$ cat src/rfr_pkg.sv
// Shared types and constants of the response frame receiver.
// Used by the front, queue, back and top-level modules; depends on nothing.
package rfr_pkg;

  // Result status codes
  typedef enum logic [2:0] {
    ST_DATA    = 3'd0,
    ST_OK      = 3'd1,
    ST_NOACK   = 3'd2,
    ST_UNEXP   = 3'd3,
    ST_LENOVER = 3'd4,
    ST_CSUM    = 3'd5,
    ST_TIMEOUT = 3'd6
  } status_e;

  // Input item kinds
  typedef enum logic [1:0] {
    KIND_BYTE = 2'd0,
    KIND_TICK = 2'd1,
    KIND_ARM  = 2'd2
  } kind_e;

  // Configuration register indexes
  localparam logic [1:0] REG_CMD     = 2'd0;
  localparam logic [1:0] REG_MODE    = 2'd1;
  localparam logic [1:0] REG_TIMEOUT = 2'd2;

  // Frame bytes
  localparam logic [7:0] SUM_INIT = 8'hAD;
  localparam logic [7:0] MARK_B   = 8'h07;
  localparam logic [7:0] ACK_B    = 8'hF3;
  localparam logic [7:0] SOF_B    = 8'hF0;
  localparam logic [7:0] EOF_B    = 8'h0F;

  localparam logic [15:0] TIMEOUT_RST = 16'd150;
  localparam logic [15:0] TICKS_MAX   = 16'hFFFF;

  // Width of a payload count or index on the ports and in the queue
  localparam int COUNT_W = 5;

  typedef struct packed {
    logic [7:0]  expected_command;
    logic        ack_then_frame;
    logic [15:0] timeout_ticks;
  } cfg_t;

  // One queued job: emit count payload bytes, then a final result with status
  typedef struct packed {
    status_e              status;
    logic [COUNT_W-1:0]   count;
  } cmd_t;

endpackage

$ cat src/rfr_ram.sv
// Generic single-write, single-read RAM with registered read data.
// Standalone; no package dependency.
module rfr_ram #(
  parameter int WIDTH = 8,
  parameter int DEPTH = 20,
  localparam int AW = (DEPTH > 1) ? $clog2(DEPTH) : 1
) (
  input  logic             clk_i,
  input  logic             we_i,
  input  logic [AW-1:0]    waddr_i,
  input  logic [WIDTH-1:0] wdata_i,
  input  logic             re_i,
  input  logic [AW-1:0]    raddr_i,
  output logic [WIDTH-1:0] rdata_o
);

  logic [WIDTH-1:0] mem_q [DEPTH];
  logic [WIDTH-1:0] rdata_q;

  always_ff @(posedge clk_i) begin
    if (we_i) begin
      mem_q[waddr_i] <= wdata_i;
    end
    if (re_i) begin
      rdata_q <= mem_q[raddr_i];
    end
  end

  assign rdata_o = rdata_q;

endmodule

$ cat src/rfr_fifo.sv
// Two-entry job queue between the front and back parts.
// Depends on rfr_pkg for the job type.
module rfr_fifo (
  input  logic          clk_i,
  input  logic          rst_ni,
  input  logic          push_i,
  input  rfr_pkg::cmd_t data_i,
  output logic          full_o,
  input  logic          pop_i,
  output logic          empty_o,
  output rfr_pkg::cmd_t data_o
);

  rfr_pkg::cmd_t mem_q [2];
  logic          wptr_q, wptr_d;
  logic          rptr_q, rptr_d;
  logic [1:0]    count_q, count_d;

  always_comb begin
    wptr_d  = wptr_q;
    rptr_d  = rptr_q;
    count_d = count_q;
    if (push_i) begin
      wptr_d = ~wptr_q;
    end
    if (pop_i) begin
      rptr_d = ~rptr_q;
    end
    if (push_i && !pop_i) begin
      count_d = count_q + 2'd1;
    end else if (pop_i && !push_i) begin
      count_d = count_q - 2'd1;
    end
  end

  always_ff @(posedge clk_i or negedge rst_ni) begin
    if (!rst_ni) begin
      wptr_q  <= 1'b0;
      rptr_q  <= 1'b0;
      count_q <= 2'd0;
    end else begin
      wptr_q  <= wptr_d;
      rptr_q  <= rptr_d;
      count_q <= count_d;
    end
  end

  always_ff @(posedge clk_i) begin
    if (push_i) begin
      mem_q[wptr_q] <= data_i;
    end
  end

  assign full_o  = (count_q == 2'd2);
  assign empty_o = (count_q == 2'd0);
  assign data_o  = mem_q[rptr_q];

endmodule

$ cat src/rfr_front.sv
// Front part: accepts input items, tracks the frame, checksum and timeout,
// writes payload bytes to the RAM and queues jobs. Depends on rfr_pkg.
module rfr_front #(
  parameter int MAX_DATA = 20,
  localparam int AW = (MAX_DATA > 1) ? $clog2(MAX_DATA) : 1
) (
  input  logic          clk_i,
  input  logic          rst_ni,
  input  rfr_pkg::cfg_t cfg_i,
  input  logic          in_valid_i,
  output logic          in_ready_o,
  input  logic [1:0]    kind_i,
  input  logic [7:0]    byte_value_i,
  input  logic          fifo_full_i,
  output logic          push_o,
  output rfr_pkg::cmd_t cmd_o,
  input  logic          replay_done_i,
  output logic          ram_we_o,
  output logic [AW-1:0] ram_waddr_o,
  output logic [7:0]    ram_wdata_o
);

  localparam int CNT_W = $clog2(MAX_DATA + 1);
  localparam int CW    = rfr_pkg::COUNT_W;

  typedef enum logic [11:0] {
    PH_IDLE = 12'b000000000001,
    PH_ACK0 = 12'b000000000010,
    PH_ACK1 = 12'b000000000100,
    PH_SOF0 = 12'b000000001000,
    PH_SOF1 = 12'b000000010000,
    PH_ZERO = 12'b000000100000,
    PH_CMD  = 12'b000001000000,
    PH_LEN  = 12'b000010000000,
    PH_DATA = 12'b000100000000,
    PH_CSUM = 12'b001000000000,
    PH_EOF0 = 12'b010000000000,
    PH_EOF1 = 12'b100000000000
  } phase_e;

  phase_e             phase_q, phase_d;
  logic [7:0]         sum_q, sum_d;
  logic               seen_q, seen_d;
  logic [CNT_W-1:0]   len_q, len_d;
  logic [CNT_W-1:0]   rcv_q, rcv_d;
  logic [15:0]        ticks_q, ticks_d;
  logic               replay_q, replay_d;
  logic               accept;
  logic               add_en;
  logic               fail;
  rfr_pkg::status_e   fail_st;

  // Hold input while the queue is full or a payload replay owns the RAM
  assign in_ready_o  = !fifo_full_i && !replay_q;
  assign accept      = in_valid_i && in_ready_o;
  assign ram_waddr_o = rcv_q[AW-1:0];
  assign ram_wdata_o = byte_value_i;

  always_comb begin
    phase_d  = phase_q;
    sum_d    = sum_q;
    seen_d   = seen_q;
    len_d    = len_q;
    rcv_d    = rcv_q;
    ticks_d  = ticks_q;
    replay_d = replay_q;
    push_o   = 1'b0;
    cmd_o    = '{status: rfr_pkg::ST_OK, count: '0};
    ram_we_o = 1'b0;
    add_en   = 1'b0;
    fail     = 1'b0;
    fail_st  = rfr_pkg::ST_OK;
    if (accept) begin
      if (kind_i == rfr_pkg::KIND_ARM) begin
        phase_d = PH_ACK0;
        sum_d   = rfr_pkg::SUM_INIT;
        seen_d  = 1'b0;
        len_d   = '0;
        rcv_d   = '0;
        ticks_d = '0;
      end else if (kind_i == rfr_pkg::KIND_TICK && phase_q != PH_IDLE) begin
        if (ticks_q != rfr_pkg::TICKS_MAX) begin
          ticks_d = ticks_q + 16'd1;
        end
        if (ticks_d >= cfg_i.timeout_ticks) begin
          fail    = 1'b1;
          fail_st = rfr_pkg::ST_TIMEOUT;
        end
      end else if (kind_i == rfr_pkg::KIND_BYTE && phase_q != PH_IDLE) begin
        ticks_d = '0;
        case (phase_q)
          PH_ACK0: begin
            if (byte_value_i != rfr_pkg::MARK_B) begin
              fail    = 1'b1;
              fail_st = rfr_pkg::ST_NOACK;
            end else begin
              phase_d = PH_ACK1;
            end
          end
          PH_ACK1: begin
            if (byte_value_i != rfr_pkg::ACK_B) begin
              fail    = 1'b1;
              fail_st = rfr_pkg::ST_NOACK;
            end else if (!cfg_i.ack_then_frame) begin
              phase_d = PH_IDLE;
              push_o  = 1'b1;
            end else begin
              phase_d = PH_SOF0;
            end
          end
          PH_SOF0: begin
            if (byte_value_i != rfr_pkg::MARK_B) begin
              fail    = 1'b1;
              fail_st = rfr_pkg::ST_UNEXP;
            end else begin
              phase_d = PH_SOF1;
            end
          end
          PH_SOF1: begin
            if (byte_value_i != rfr_pkg::SOF_B) begin
              fail    = 1'b1;
              fail_st = rfr_pkg::ST_UNEXP;
            end else begin
              phase_d = PH_ZERO;
            end
          end
          PH_ZERO: begin
            if (byte_value_i != 8'h00) begin
              fail    = 1'b1;
              fail_st = rfr_pkg::ST_UNEXP;
            end else begin
              add_en  = 1'b1;
              phase_d = PH_CMD;
            end
          end
          PH_CMD: begin
            if (byte_value_i != cfg_i.expected_command) begin
              fail    = 1'b1;
              fail_st = rfr_pkg::ST_UNEXP;
            end else begin
              add_en  = 1'b1;
              phase_d = PH_LEN;
            end
          end
          PH_LEN: begin
            if (byte_value_i > 8'(MAX_DATA)) begin
              fail    = 1'b1;
              fail_st = rfr_pkg::ST_LENOVER;
            end else begin
              add_en  = 1'b1;
              len_d   = CNT_W'(byte_value_i);
              rcv_d   = '0;
              phase_d = (byte_value_i == 8'h00) ? PH_CSUM : PH_DATA;
            end
          end
          PH_DATA: begin
            ram_we_o = 1'b1;
            add_en   = 1'b1;
            rcv_d    = rcv_q + 1'b1;
            if (rcv_d >= len_q) begin
              phase_d = PH_CSUM;
            end
          end
          PH_CSUM: begin
            if (byte_value_i != sum_q) begin
              fail    = 1'b1;
              fail_st = rfr_pkg::ST_CSUM;
            end else begin
              phase_d = PH_EOF0;
            end
          end
          PH_EOF0: begin
            if (byte_value_i != rfr_pkg::MARK_B) begin
              fail    = 1'b1;
              fail_st = rfr_pkg::ST_UNEXP;
            end else begin
              phase_d = PH_EOF1;
            end
          end
          PH_EOF1: begin
            if (byte_value_i != rfr_pkg::EOF_B) begin
              fail    = 1'b1;
              fail_st = rfr_pkg::ST_UNEXP;
            end else begin
              phase_d     = PH_IDLE;
              push_o      = 1'b1;
              cmd_o.count = CW'(len_q);
              if (len_q != '0) begin
                replay_d = 1'b1;
              end
            end
          end
          default: begin
            phase_d = PH_IDLE;
          end
        endcase
        // Add to the checksum; only the first marker byte counts
        if (add_en) begin
          if (byte_value_i == rfr_pkg::MARK_B) begin
            if (!seen_q) begin
              seen_d = 1'b1;
              sum_d  = sum_q + byte_value_i;
            end
          end else begin
            sum_d = sum_q + byte_value_i;
          end
        end
      end
      if (fail) begin
        phase_d = PH_IDLE;
        push_o  = 1'b1;
        cmd_o   = '{status: fail_st, count: '0};
      end
    end
    if (replay_done_i) begin
      replay_d = 1'b0;
    end
  end

  always_ff @(posedge clk_i or negedge rst_ni) begin
    if (!rst_ni) begin
      phase_q  <= PH_IDLE;
      sum_q    <= rfr_pkg::SUM_INIT;
      seen_q   <= 1'b0;
      len_q    <= '0;
      rcv_q    <= '0;
      ticks_q  <= '0;
      replay_q <= 1'b0;
    end else begin
      phase_q  <= phase_d;
      sum_q    <= sum_d;
      seen_q   <= seen_d;
      len_q    <= len_d;
      rcv_q    <= rcv_d;
      ticks_q  <= ticks_d;
      replay_q <= replay_d;
    end
  end

  // A queued replay must lock out the input until the back part is done
  a_replay_lock: assert property (@(posedge clk_i) disable iff (!rst_ni)
    push_o && cmd_o.count != '0 |=> replay_q && !in_ready_o)
    else $error("replay job queued without input lockout");

endmodule

$ cat src/rfr_back.sv
// Back part: pops jobs, replays stored payload bytes from the RAM and drives
// the result register. Depends on rfr_pkg.
module rfr_back #(
  parameter int MAX_DATA = 20,
  localparam int AW = (MAX_DATA > 1) ? $clog2(MAX_DATA) : 1
) (
  input  logic                        clk_i,
  input  logic                        rst_ni,
  input  logic                        fifo_empty_i,
  input  rfr_pkg::cmd_t               fifo_data_i,
  output logic                        pop_o,
  output logic                        ram_re_o,
  output logic [AW-1:0]               ram_raddr_o,
  input  logic [7:0]                  ram_rdata_i,
  output logic                        replay_done_o,
  output logic                        out_valid_o,
  input  logic                        out_ready_i,
  output logic [2:0]                  status_o,
  output logic [7:0]                  data_value_o,
  output logic [rfr_pkg::COUNT_W-1:0] data_index_o,
  output logic                        last_o
);

  localparam int CNT_W = $clog2(MAX_DATA + 1);
  localparam int CW    = rfr_pkg::COUNT_W;

  typedef enum logic [2:0] {
    B_IDLE = 3'b001,
    B_RUN  = 3'b010,
    B_WAIT = 3'b100
  } bstate_e;

  bstate_e          state_q, state_d;
  rfr_pkg::status_e stat_q, stat_d;
  logic [CNT_W-1:0] n_q, n_d;
  logic [CNT_W-1:0] idx_q, idx_d;
  logic             ovalid_q, ovalid_d;
  rfr_pkg::status_e ostat_q, ostat_d;
  logic [7:0]       odata_q, odata_d;
  logic [CW-1:0]    oidx_q, oidx_d;
  logic             olast_q, olast_d;
  logic             slot_free;

  assign slot_free   = !ovalid_q || out_ready_i;
  assign ram_raddr_o = idx_q[AW-1:0];

  always_comb begin
    state_d       = state_q;
    stat_d        = stat_q;
    n_d           = n_q;
    idx_d         = idx_q;
    ovalid_d      = ovalid_q && !out_ready_i;
    ostat_d       = ostat_q;
    odata_d       = odata_q;
    oidx_d        = oidx_q;
    olast_d       = olast_q;
    pop_o         = 1'b0;
    ram_re_o      = 1'b0;
    replay_done_o = 1'b0;
    case (state_q)
      B_IDLE: begin
        if (!fifo_empty_i) begin
          pop_o   = 1'b1;
          stat_d  = fifo_data_i.status;
          n_d     = CNT_W'(fifo_data_i.count);
          idx_d   = '0;
          state_d = B_RUN;
        end
      end
      B_RUN: begin
        if (slot_free) begin
          if (idx_q < n_q) begin
            ram_re_o = 1'b1;
            state_d  = B_WAIT;
          end else begin
            ovalid_d = 1'b1;
            ostat_d  = stat_q;
            odata_d  = '0;
            oidx_d   = '0;
            olast_d  = 1'b1;
            state_d  = B_IDLE;
            if (n_q != '0) begin
              replay_done_o = 1'b1;
            end
          end
        end
      end
      B_WAIT: begin
        // Slot was freed when the read was issued; load the read data
        ovalid_d = 1'b1;
        ostat_d  = rfr_pkg::ST_DATA;
        odata_d  = ram_rdata_i;
        oidx_d   = CW'(idx_q);
        olast_d  = 1'b0;
        idx_d    = idx_q + 1'b1;
        state_d  = B_RUN;
      end
      default: begin
        state_d = B_IDLE;
      end
    endcase
  end

  always_ff @(posedge clk_i or negedge rst_ni) begin
    if (!rst_ni) begin
      state_q  <= B_IDLE;
      ovalid_q <= 1'b0;
      stat_q   <= rfr_pkg::ST_OK;
      n_q      <= '0;
      idx_q    <= '0;
    end else begin
      state_q  <= state_d;
      ovalid_q <= ovalid_d;
      stat_q   <= stat_d;
      n_q      <= n_d;
      idx_q    <= idx_d;
    end
  end

  always_ff @(posedge clk_i) begin
    ostat_q <= ostat_d;
    odata_q <= odata_d;
    oidx_q  <= oidx_d;
    olast_q <= olast_d;
  end

  assign out_valid_o  = ovalid_q;
  assign status_o     = ostat_q;
  assign data_value_o = odata_q;
  assign data_index_o = oidx_q;
  assign last_o       = olast_q;

  a_wait_slot_empty: assert property (@(posedge clk_i) disable iff (!rst_ni)
    state_q == B_WAIT |-> !ovalid_q)
    else $error("read data arrives while result slot is occupied");

  a_wait_loads: assert property (@(posedge clk_i) disable iff (!rst_ni)
    state_q == B_WAIT |=> ovalid_q && !olast_q)
    else $error("read data not loaded into result slot");

  a_data_in_range: assert property (@(posedge clk_i) disable iff (!rst_ni)
    ovalid_q && !olast_q |-> ostat_q == rfr_pkg::ST_DATA && CNT_W'(oidx_q) < n_q)
    else $error("payload result outside the job's byte count");

endmodule

$ cat src/response_frame_receiver.sv
// Response frame receiver: a status-only result follows the accepting edge of its byte or
// tick through the queue push, the back pop and the result register; the first payload byte
// also passes the registered RAM read. Items are taken one per cycle while the queue is not
// full and no payload replay runs; after a good frame with payload bytes, input holds until
// each byte is read from the payload RAM with registered read data and the final result set.
// rst_ni clears all control state asynchronously and loads the register reset values;
// the payload RAM is not cleared. Depends on rfr_pkg, rfr_front, rfr_fifo, rfr_back, rfr_ram.
module response_frame_receiver #(
  parameter int MAX_DATA = 20
) (
  input  logic        clk_i,
  input  logic        rst_ni,
  input  logic        psel,
  input  logic        penable,
  input  logic        pwrite,
  input  logic [3:0]  paddr,
  input  logic [31:0] pwdata,
  output logic [31:0] prdata,
  output logic        pready,
  input  logic        in_valid_i,
  output logic        in_ready_o,
  input  logic [1:0]  kind_i,
  input  logic [7:0]  byte_value_i,
  output logic        out_valid_o,
  input  logic        out_ready_i,
  output logic [2:0]  status_o,
  output logic [7:0]  data_value_o,
  output logic [4:0]  data_index_o,
  output logic        last_o
);

  localparam int AW = (MAX_DATA > 1) ? $clog2(MAX_DATA) : 1;

  rfr_pkg::cfg_t cfg_q, cfg_d;
  logic          cfg_we;
  logic          push;
  rfr_pkg::cmd_t push_cmd;
  logic          fifo_full;
  logic          fifo_empty;
  logic          pop;
  rfr_pkg::cmd_t pop_cmd;
  logic          replay_done;
  logic          ram_we;
  logic [AW-1:0] ram_waddr;
  logic [7:0]    ram_wdata;
  logic          ram_re;
  logic [AW-1:0] ram_raddr;
  logic [7:0]    ram_rdata;

  assign pready = 1'b1;
  assign cfg_we = psel && penable && pwrite && pready;

  always_comb begin
    cfg_d = cfg_q;
    if (cfg_we) begin
      case (paddr[3:2])
        rfr_pkg::REG_CMD:     cfg_d.expected_command = pwdata[7:0];
        rfr_pkg::REG_MODE:    cfg_d.ack_then_frame   = pwdata[0];
        rfr_pkg::REG_TIMEOUT: cfg_d.timeout_ticks    = pwdata[15:0];
        default:              cfg_d = cfg_q;
      endcase
    end
  end

  always_comb begin
    case (paddr[3:2])
      rfr_pkg::REG_CMD:     prdata = {24'd0, cfg_q.expected_command};
      rfr_pkg::REG_MODE:    prdata = {31'd0, cfg_q.ack_then_frame};
      rfr_pkg::REG_TIMEOUT: prdata = {16'd0, cfg_q.timeout_ticks};
      default:              prdata = '0;
    endcase
  end

  always_ff @(posedge clk_i or negedge rst_ni) begin
    if (!rst_ni) begin
      cfg_q <= '{expected_command: 8'd0, ack_then_frame: 1'b1,
                 timeout_ticks: rfr_pkg::TIMEOUT_RST};
    end else begin
      cfg_q <= cfg_d;
    end
  end

  rfr_front #(.MAX_DATA(MAX_DATA)) u_front (
    .clk_i         (clk_i),
    .rst_ni        (rst_ni),
    .cfg_i         (cfg_q),
    .in_valid_i    (in_valid_i),
    .in_ready_o    (in_ready_o),
    .kind_i        (kind_i),
    .byte_value_i  (byte_value_i),
    .fifo_full_i   (fifo_full),
    .push_o        (push),
    .cmd_o         (push_cmd),
    .replay_done_i (replay_done),
    .ram_we_o      (ram_we),
    .ram_waddr_o   (ram_waddr),
    .ram_wdata_o   (ram_wdata)
  );

  rfr_fifo u_fifo (
    .clk_i   (clk_i),
    .rst_ni  (rst_ni),
    .push_i  (push),
    .data_i  (push_cmd),
    .full_o  (fifo_full),
    .pop_i   (pop),
    .empty_o (fifo_empty),
    .data_o  (pop_cmd)
  );

  rfr_ram #(.WIDTH(8), .DEPTH(MAX_DATA)) u_ram (
    .clk_i   (clk_i),
    .we_i    (ram_we),
    .waddr_i (ram_waddr),
    .wdata_i (ram_wdata),
    .re_i    (ram_re),
    .raddr_i (ram_raddr),
    .rdata_o (ram_rdata)
  );

  rfr_back #(.MAX_DATA(MAX_DATA)) u_back (
    .clk_i         (clk_i),
    .rst_ni        (rst_ni),
    .fifo_empty_i  (fifo_empty),
    .fifo_data_i   (pop_cmd),
    .pop_o         (pop),
    .ram_re_o      (ram_re),
    .ram_raddr_o   (ram_raddr),
    .ram_rdata_i   (ram_rdata),
    .replay_done_o (replay_done),
    .out_valid_o   (out_valid_o),
    .out_ready_i   (out_ready_i),
    .status_o      (status_o),
    .data_value_o  (data_value_o),
    .data_index_o  (data_index_o),
    .last_o        (last_o)
  );

endmodule
$ cat config.mk
export PLATFORM = sky130hd
export DESIGN_NAME = response_frame_receiver
export DESIGN_NICKNAME = d
export VERILOG_FILES = /design/src/rfr_pkg.sv /design/src/rfr_ram.sv /design/src/rfr_fifo.sv /design/src/rfr_front.sv /design/src/rfr_back.sv /design/src/response_frame_receiver.sv
export SDC_FILE = /design/constraint.sdc
export NUM_CORES = 1
export LEC_CHECK = 0
export BUFFER_PORTS_ARGS = -buffer_cell sky130_fd_sc_hd__buf_4
export CELL_PAD_IN_SITES_DETAIL_PLACEMENT = 1
export CELL_PAD_IN_SITES_GLOBAL_PLACEMENT = 1
export CORE_AREA = 5 5 154 214
export DETAILED_ROUTE_END_ITERATION = 8
export DIE_AREA = 0 0 159 219
export PLACE_DENSITY = 0.82
export SYNTH_ARGS = -nofsm -noshare
export SYNTH_HDL_FRONTEND = slang
export SYNTH_SLANG_ARGS = --single-unit
$ cat constraint.sdc
create_clock -name clk_i -period 10.3 [get_ports clk_i]
set_clock_uncertainty 0.15 [all_clocks]
set_input_delay 1.03 -clock clk_i [delete_from_list [all_inputs] [get_ports clk_i]]
set_output_delay 1.03 -clock clk_i [all_outputs]
set_load 0.02 [all_outputs]
==> summary.md, run 1 <==
| Metric | Value |
|---|---|
| Status | `finished, final reports clean` |
| Post-route clock period utilization | `58.7%` |
| CTS H-tree lvls | `1` |
| Wirelength per Cell | `22.3 um` |
| Lkg Pwr | `5.88 nW` |
| Final WS setup | `4260 ps` |
| R2R Setup Slk | `4260 ps` |
| Drt first-iter violations | `468` |
| Async set or reset register ratio after synthesis | `31.9%` |
| Worst R2R End | `u_fifo.count_q[1]` |
| Final design utilization | `51.0%` |
| Post-synthesis cell area | `13900 um^2` |
| RSZ-0062 raised after global routing | `no` |
| CTS Buffer Depth | `3` |
| Number of global-route vias before repair | `10100` |
| Multi-input logic area | `5120 um^2` |
| IO Port Bufs | `69` |
| Max-Slew Margin vs Limit | `16.5%` |
| Via density per instance | `5.81` |
| Highest Clock Rate | `165 MHz` |
| Worst Setup End Kind | `flop` |
| Dpl ws | `4350 ps` |
| Tmin final | `6040 ps` |
| EDFF count, synth | `201` |
| Ports | `105` |
| Fin Setup TNS | `0 ps` |
| Reg clk slew, reported paths | `70 ps` |
| Fin. max-slew vios | `0` |
| Reg2reg start | `u_front.ticks_q[3]` |
| WP data arrival | `6360 ps` |
| Worst Reg2Reg Path Length in Cells | `17` |
| Design Area, Final | `15700 um^2` |
| Commonest non-fill, non-tap cells in the layout | `edfxtp_1, nand2_1, nor2_1` |
| Crit-path cells | `nand4_1 -> nor4_1 -> nand4_1 -> and2_0 -> and4_1 -> xor2_1 -> ha_1 -> a21oi_1 -> nand2_1 -> a221oi_1 -> nor2_1 -> o311ai_0 -> a21oi_1 -> ha_1 -> xor2_1 -> nor2_1 -> xor2_1` |
| Cell count after synthesis | `1109` |
| Flops & latches, synth | `295` |
| Area of the die | `34800 um^2` |
| Slew at the pin with the worst max-slew slack | `1240 ps` |
| Post-route ant nets | `0` |
| Worst skew pair latency | `560 ps` |
| Dpl cell area | `14700 um^2` |
| CP max-delay cell | `o311ai_0` |
| TritonRoute pass-1 iters | `5` |
| WL final | `35.2 mm` |
| TritonCTS clock tree | `built` |
| Peak supply drop | `0.000125 V` |
| CP required | `10620 ps` |
| HP Class | `in2async` |
| Via count | `9161` |
| Cell Pwr Density | `211 nW/um^2` |
| Root Driver | `clkbuf_16` |
| Sequential cell area | `8410 um^2` |
| CP max stage delay | `1040 ps` |
| CTS Buf Count | `28` |
| CTS Hold Bufs | `0` |
| Core footprint | `30700 um^2` |
| GRT Overall Usage | `20.1%` |
| Area growth syn-to-layout | `12.3%` |
| GP Congestion | `0.838` |
| Syn Area/Cell | `12.6 um^2` |
| Crit Path Max Fanout | `8` |
| Final setup vio count | `0` |
| Seq/Total Area, Yosys | `60.3%` |
| Most common cell after layout, fill and taps aside | `edfxtp_1` |
| Main synth FF type | `edfxtp_1` |
| Layout cell share with drive strength beyond 1 | `15.5%` |
| CP startpoint kind | `flop` |
| DP Wirelength | `24.4 mm` |
| Max_cap viols | `0` |
| Critical path class | `reg2reg` |
| First-pass GRT wire length | `56.3 mm` |
| Initial Util | `45.4%` |
| Delay-heaviest family, CP | `simple AND/OR/NAND/NOR gates` |
| Post-CTS resize count | `0` |
| FP Rows | `76` |
| Buf/Inv on CP | `0` |
| Clock Sinks | `295` |
| Postcts setup bufs | `0` |
| Yosys warns | `0` |
| Most frequent cell on the critical path | `xor2_1` |
| Initial antenna violation count | `0` |
| GRT overflow | `0` |
| Final #Nets | `1260` |
| Residual DRC count | `0` |
| Die Y | `219 um` |
| Fill cells | `3150` |
| ANT cells | `0` |
| Final Hold Vio Count | `0` |
| Yosys cell types | `71` |
| Largest net degree at the start of global routing | `62` |
| Chip width | `159 um` |
per-layer routing:
metal | global-route usage [%] | vias to the layer above | wire length (um)
met2 | 38.4 | 192 | 19300
met4 | 7.40 | 0 | 1250
met5 | 0 | - | 0
li1 | - | 4214 | -
met3 | 2.50 | 68 | 1250
met1 | 22.8 | 4687 | 13400
worst reg2reg max path, delay by kind of cell, from the launching register on:
kind            cells  cell delay [ps]
flops               1              490
simple gates        8             2390
fa+ha+maj           2              640
compound gates      4             1790
xor+xnor            3              510
registers in the layout, indices dropped and copies added, names as in the netlist, 3 cells and up:
name and count:
cfg_q 25, u_back.data_index_o 5, u_back.data_value_o 8, u_back.n_q 5, u_back.ram_raddr_o 5, u_back.stat_q 3
u_back.state_q 3, u_back.status_o 3, u_fifo.mem_q 16, u_front.len_q 5, u_front.phase_q 12, u_front.ram_waddr_o 5
u_front.sum_q 8, u_front.ticks_q 16, u_ram.mem_q 160, u_ram.rdata_o 8
how the worst max path moves through the flow:
stage | startpoint | to | depth (start not counted)
floorplan | u_front.ticks_q[3] | u_fifo.count_q[1] | 17
global placement | u_front.ticks_q[3] | u_fifo.count_q[1] | 17
detailed placement | u_front.ticks_q[3] | u_fifo.count_q[1] | 17
CTS | u_front.ticks_q[3] | u_fifo.count_q[1] | 17
global route | u_front.ticks_q[3] | u_fifo.count_q[1] | 17
finish | u_front.ticks_q[3] | u_fifo.count_q[1] | 17
layout make-up:
class | count | area share, %
sequential | 295 | 53.7
clock buffer | 36 | 4.80
tap | 390 | 3.12
multi-input combinational | 726 | 32.7
clock inverter | 14 | 0.959
timing repair buffer | 80 | 3.84
inverter | 36 | 0.863
cell usage after synthesis (4+ instances only):
master	instances	area (um^2)
a21o_1	8	60.1
a21oi_1	32	160
a22o_1	15	131
and2_1	27	169
and3_1	8	50.1
and4_1	5	43.8
buf_1	11	41.3
buf_2	5	25.0
buf_4	17	128
clkbuf_1	31	116
dfrtp_1	81	2030
dfstp_2	13	342
edfxtp_1	201	6040
ha_1	39	488
inv_1	34	128
mux2_2	12	135
mux2i_1	48	480
mux4_2	24	541
nand2_1	101	379
nand2b_1	14	87.6
nand3_1	23	115
nand4_1	5	31.3
nor2_1	92	345
nor2b_1	12	75.1
nor3_1	17	85.1
nor4_1	15	93.8
nor4b_1	4	35.0
o21ai_0	75	375
o221ai_1	24	210
o31ai_1	5	37.5
or3b_2	4	35.0
or4_1	7	52.6
or4_4	4	45.0
xnor2_1	15	131
xor2_1	23	201
cells by family (layout without fill, tap and decap cells):
group / count (synthesis) / after routing / share of synthesized area [%]
multiplexers: 84 / 84 / 8.30
AND/OR/NAND/NOR: 354 / 354 / 12.8
flip-flops: 295 / 295 / 60.3
adder cells (fa/ha/maj): 40 / 40 / 3.65
AO/OA/AOI/OAI: 193 / 193 / 9.03
other: 2 / 17 / 0.0539
buffers and inverters: 103 / 166 / 3.44
XOR/XNOR: 38 / 38 / 2.39
report_power, final:
| group | leakage, nW | total, mW | switching, mW | internal (mW) |
|---|---|---|---|---|
| sequential | 2.99 | 1.49 | 0.0932 | 1.40 |
| clock | 0.436 | 1.03 | 0.442 | 0.588 |
| combinational | 2.45 | 0.779 | 0.449 | 0.331 |
per-stage QoR:
step	power, mW	cells	hold slack (ps)
floorplan	2.05	1124	300
CTS	3.33	1577	317
finish	3.30	1577	306
detailed placement	2.30	1527	324
global route	3.47	1577	345
global placement	2.25	1527	312
No activity file was read; power rests on OpenSTA's default activity.
==> inputs of run 2 (changes only) <==
--- a/config.mk
+++ b/config.mk
@@ -8,10 +8,10 @@
 export BUFFER_PORTS_ARGS = -buffer_cell sky130_fd_sc_hd__buf_4
 export CELL_PAD_IN_SITES_DETAIL_PLACEMENT = 1
 export CELL_PAD_IN_SITES_GLOBAL_PLACEMENT = 1
-export CORE_AREA = 5 5 154 214
+export CORE_AREA = 5 5 155 217
 export DETAILED_ROUTE_END_ITERATION = 8
-export DIE_AREA = 0 0 159 219
-export PLACE_DENSITY = 0.82
+export DIE_AREA = 0 0 160 222
+export PLACE_DENSITY = 0.84
 export SYNTH_ARGS = -nofsm -noshare
 export SYNTH_HDL_FRONTEND = slang
 export SYNTH_SLANG_ARGS = --single-unit
==> constraint.sdc (replaced) <==
create_clock -name clk_i -period 5.04 [get_ports clk_i]
set_clock_uncertainty 0.15 [all_clocks]
set_input_delay 0.504 -clock clk_i [delete_from_list [all_inputs] [get_ports clk_i]]
set_output_delay 0.504 -clock clk_i [all_outputs]
set_load 0.02 [all_outputs]
==> summary.md, run 2 (synthesized netlist as in run 1, its figures left out) <==
| Metric | Value |
|---|---|
| WP data arrival | `4640 ps (-1720 ps)` |
| ANT cells | `0 (unchanged)` |
| Final #Nets | `1272 (+0.95%)` |
| WL final | `37.0 mm (+5.2%)` |
| Core footprint | `31300 um^2 (+1.9%)` |
| Reg clk slew, reported paths | `60 ps (about the same)` |
| Drt first-iter violations | `513 (+9.6%)` |
| TritonCTS clock tree | `built` |
| CP required | `5110 ps (-5510 ps)` |
| GP Congestion | `0.824 (-1.7%)` |
| DP Wirelength | `25.2 mm (+3.1%)` |
| Fill cells | `3194 (+1.4%)` |
| Peak supply drop | `0.000267 V (+110%)` |
| Final setup vio count | `0 (unchanged)` |
| Chip width | `160 um (+0.63%)` |
| CTS Buf Count | `29 (+3.6%)` |
| Placed insts | `1534 (+0.46%)` |
| CP max-delay cell | `dfrtp_1` |
| Residual DRC count | `0 (unchanged)` |
| Crit Path Max Fanout | `8 (unchanged)` |
| Max-Slew Margin vs Limit | `32.8% (+16 points)` |
| GRT Overall Usage | `20.7% (+0.62 points)` |
| Non-Filler Instances | `1596 (+1.2%)` |
| CTS Buffer Depth | `3 (unchanged)` |
| GRT overflow | `0 (unchanged)` |
| Max reg flops | `160 (unchanged)` |
| Cell Pwr Density | `434 nW/um^2 (+110%)` |
| Area growth syn-to-layout | `13.4%` |
| Die Y | `222 um (+1.4%)` |
| FP Rows | `77 (+1.3%)` |
| Dpl cell area | `14800 um^2 (+0.14%)` |
| First-pass GRT wire length | `58.3 mm (+3.5%)` |
| Slew at the pin with the worst max-slew slack | `1000 ps (-232 ps)` |
| Via count | `9232 (+0.78%)` |
| Lkg Pwr | `5.95 nW (+1.2%)` |
| Crit-path cells | `nand4_1 -> nor4_1 -> buf_4 -> nand4_1 -> and2_0 -> and4_1 -> xor2_1 -> ha_1 -> and4_1 -> nor2b_1 -> o2111a_1 -> o311ai_0 -> buf_4 -> a21oi_1 -> nor2b_2` |
| Top reg by flops | `u_ram.mem_q` |
| Final design utilization | `50.5% (-0.48 points)` |
| Top flop regs | `u_ram.mem_q (160), cfg_q (25)` |
| Via density per instance | `5.78 (-0.42%)` |
| Highest Clock Rate | `219 MHz (+32%)` |
| CTS H-tree lvls | `1 (unchanged)` |
| RSZ-0062 raised after global routing | `no` |
| Largest net degree at the start of global routing | `60 (-3.2%)` |
| Critical path class | `reg2reg` |
| Tmin final | `4570 ps (-1470 ps)` |
| Area of the die | `35500 um^2 (+2.0%)` |
| Max_cap viols | `0 (unchanged)` |
| TritonRoute pass-1 iters | `4 (-1)` |
| Clock Sinks | `295 (unchanged)` |
| Layout cell share with drive strength beyond 1 | `16.3% (+0.82 points)` |
| Most common cell after layout, fill and taps aside | `edfxtp_1` |
| Worst skew pair latency | `560 ps (about the same)` |
| Root Driver | `clkbuf_16` |
| Post-route clock period utilization | `90.8% (+32 points)` |
| Initial Util | `44.5% (-0.86 points)` |
| Ports | `105 (unchanged)` |
| Dpl ws | `256 ps (-4090 ps)` |
| Final WS setup | `465 ps (-3790 ps)` |
| Fin Setup TNS | `0 ps (unchanged)` |
| Fin. max-slew vios | `0 (unchanged)` |
| Number of global-route vias before repair | `10300 (+1.2%)` |
| Postcts setup bufs | `0 (unchanged)` |
| Wirelength per Cell | `23.2 um (+4.0%)` |
| CP max stage delay | `480 ps (-560 ps)` |
| HP Class | `in2reg` |
| Status | `finished, final reports clean` |
| Final Hold Vio Count | `0 (unchanged)` |
| Commonest non-fill, non-tap cells in the layout | `edfxtp_1, nand2_1, nor2_1` |
| Post-route ant nets | `0 (unchanged)` |
| Initial antenna violation count | `0 (unchanged)` |
| CP startpoint kind | `flop` |
| Worst Setup End Kind | `flop` |
| IO Port Bufs | `69 (unchanged)` |
| Design Area, Final | `15800 um^2 (+0.98%)` |
run 2: cell types whose count changed in the layout (fill, tap and decap cells not counted):
cell,previous run,this run
nor2b_2,0,1
clkbuf_1,6,5
clkinvlp_4,0,2
nor2b_1,12,11
inv_6,0,1
clkinv_2,1,7
clkinv_8,1,0
clkbuf_16,28,29
clkinv_1,10,5
dlygate4sd3_1,0,9
buf_4,80,82
run 2: path summary, 6_finish.rpt:
| path | from | to | depth (start not counted) | slack [ps] |
|---|---|---|---|---|
| worst max-delay path | u_front.ticks_q[3] | u_fifo.mem_q[0][6] | 15 | 470 |
| worst min-delay path | pwdata[3] | cfg_q[3] | 3 | 20 |
| worst max register to register | u_front.ticks_q[3] | u_fifo.mem_q[0][6] | 15 | 470 |
| worst min register to register | u_front.ticks_q[11] | u_front.ticks_q[11] | 1 | 340 |
| max in group asynchronous | rst_ni | u_front.sum_q[5] | 3 | 3240 |
| min in group asynchronous | rst_ni | u_back.ram_raddr_o[2] | 2 | 420 |
run 2: routing by layer:
layer | wire [um] | GRT usage [%]
met1 | 13400 | 22.5
met2 | 19900 | 38.2
met3 | 1720 | 3.29
met4 | 2060 | 11.4
met5 | 0 | 0
run 2: cell type report:
cell class | count | area [um^2] | area share [%]
Clock buffer | 36 | 772 | 4.88
Clock inverter | 17 | 169 | 1.07
Inverter | 36 | 135 | 0.855
Multi-Input combinational cell | 726 | 5120 | 32.4
Sequential cell | 295 | 8410 | 53.2
Tap cell | 395 | 494 | 3.13
Timing Repair Buffer | 91 | 706 | 4.47
run 2: worst max-delay path: cells and delay by family (launching register included):
kind                       cells  cell delay (ps)
buffers and inverters          2              420
and+or+nand+nor                8             2090
AOI/OAI and AO/OA              3              600
adders and majority gates      1              320
xor gates and xnor gates       1              160
DFF                            1              480
run 2: power by group:
part           internal, mW  leakage [nW]  switching [mW]
combinational         0.677          2.50           0.890
clock                  1.24         0.461           0.941
sequential             2.86          2.99           0.258
run 2: through the flow:
step	power (mW)	hold WS [ps]
final	6.87	24.0
after global routing	7.22	28.2
after CTS	6.92	5.45
after detailed placement	4.71	324
after global placement	4.59	313
after floorplan	4.20	58.4
run 2: what timing repair did:
| item | in CTS | in global routing |
|---|---|---|
| hold buffers | 9 | 0 |
| endpoints found under the setup margin | 0 | 8 |
| hold endpoints to repair | 61 | 0 |
| resized for setup | 0 | 1 |
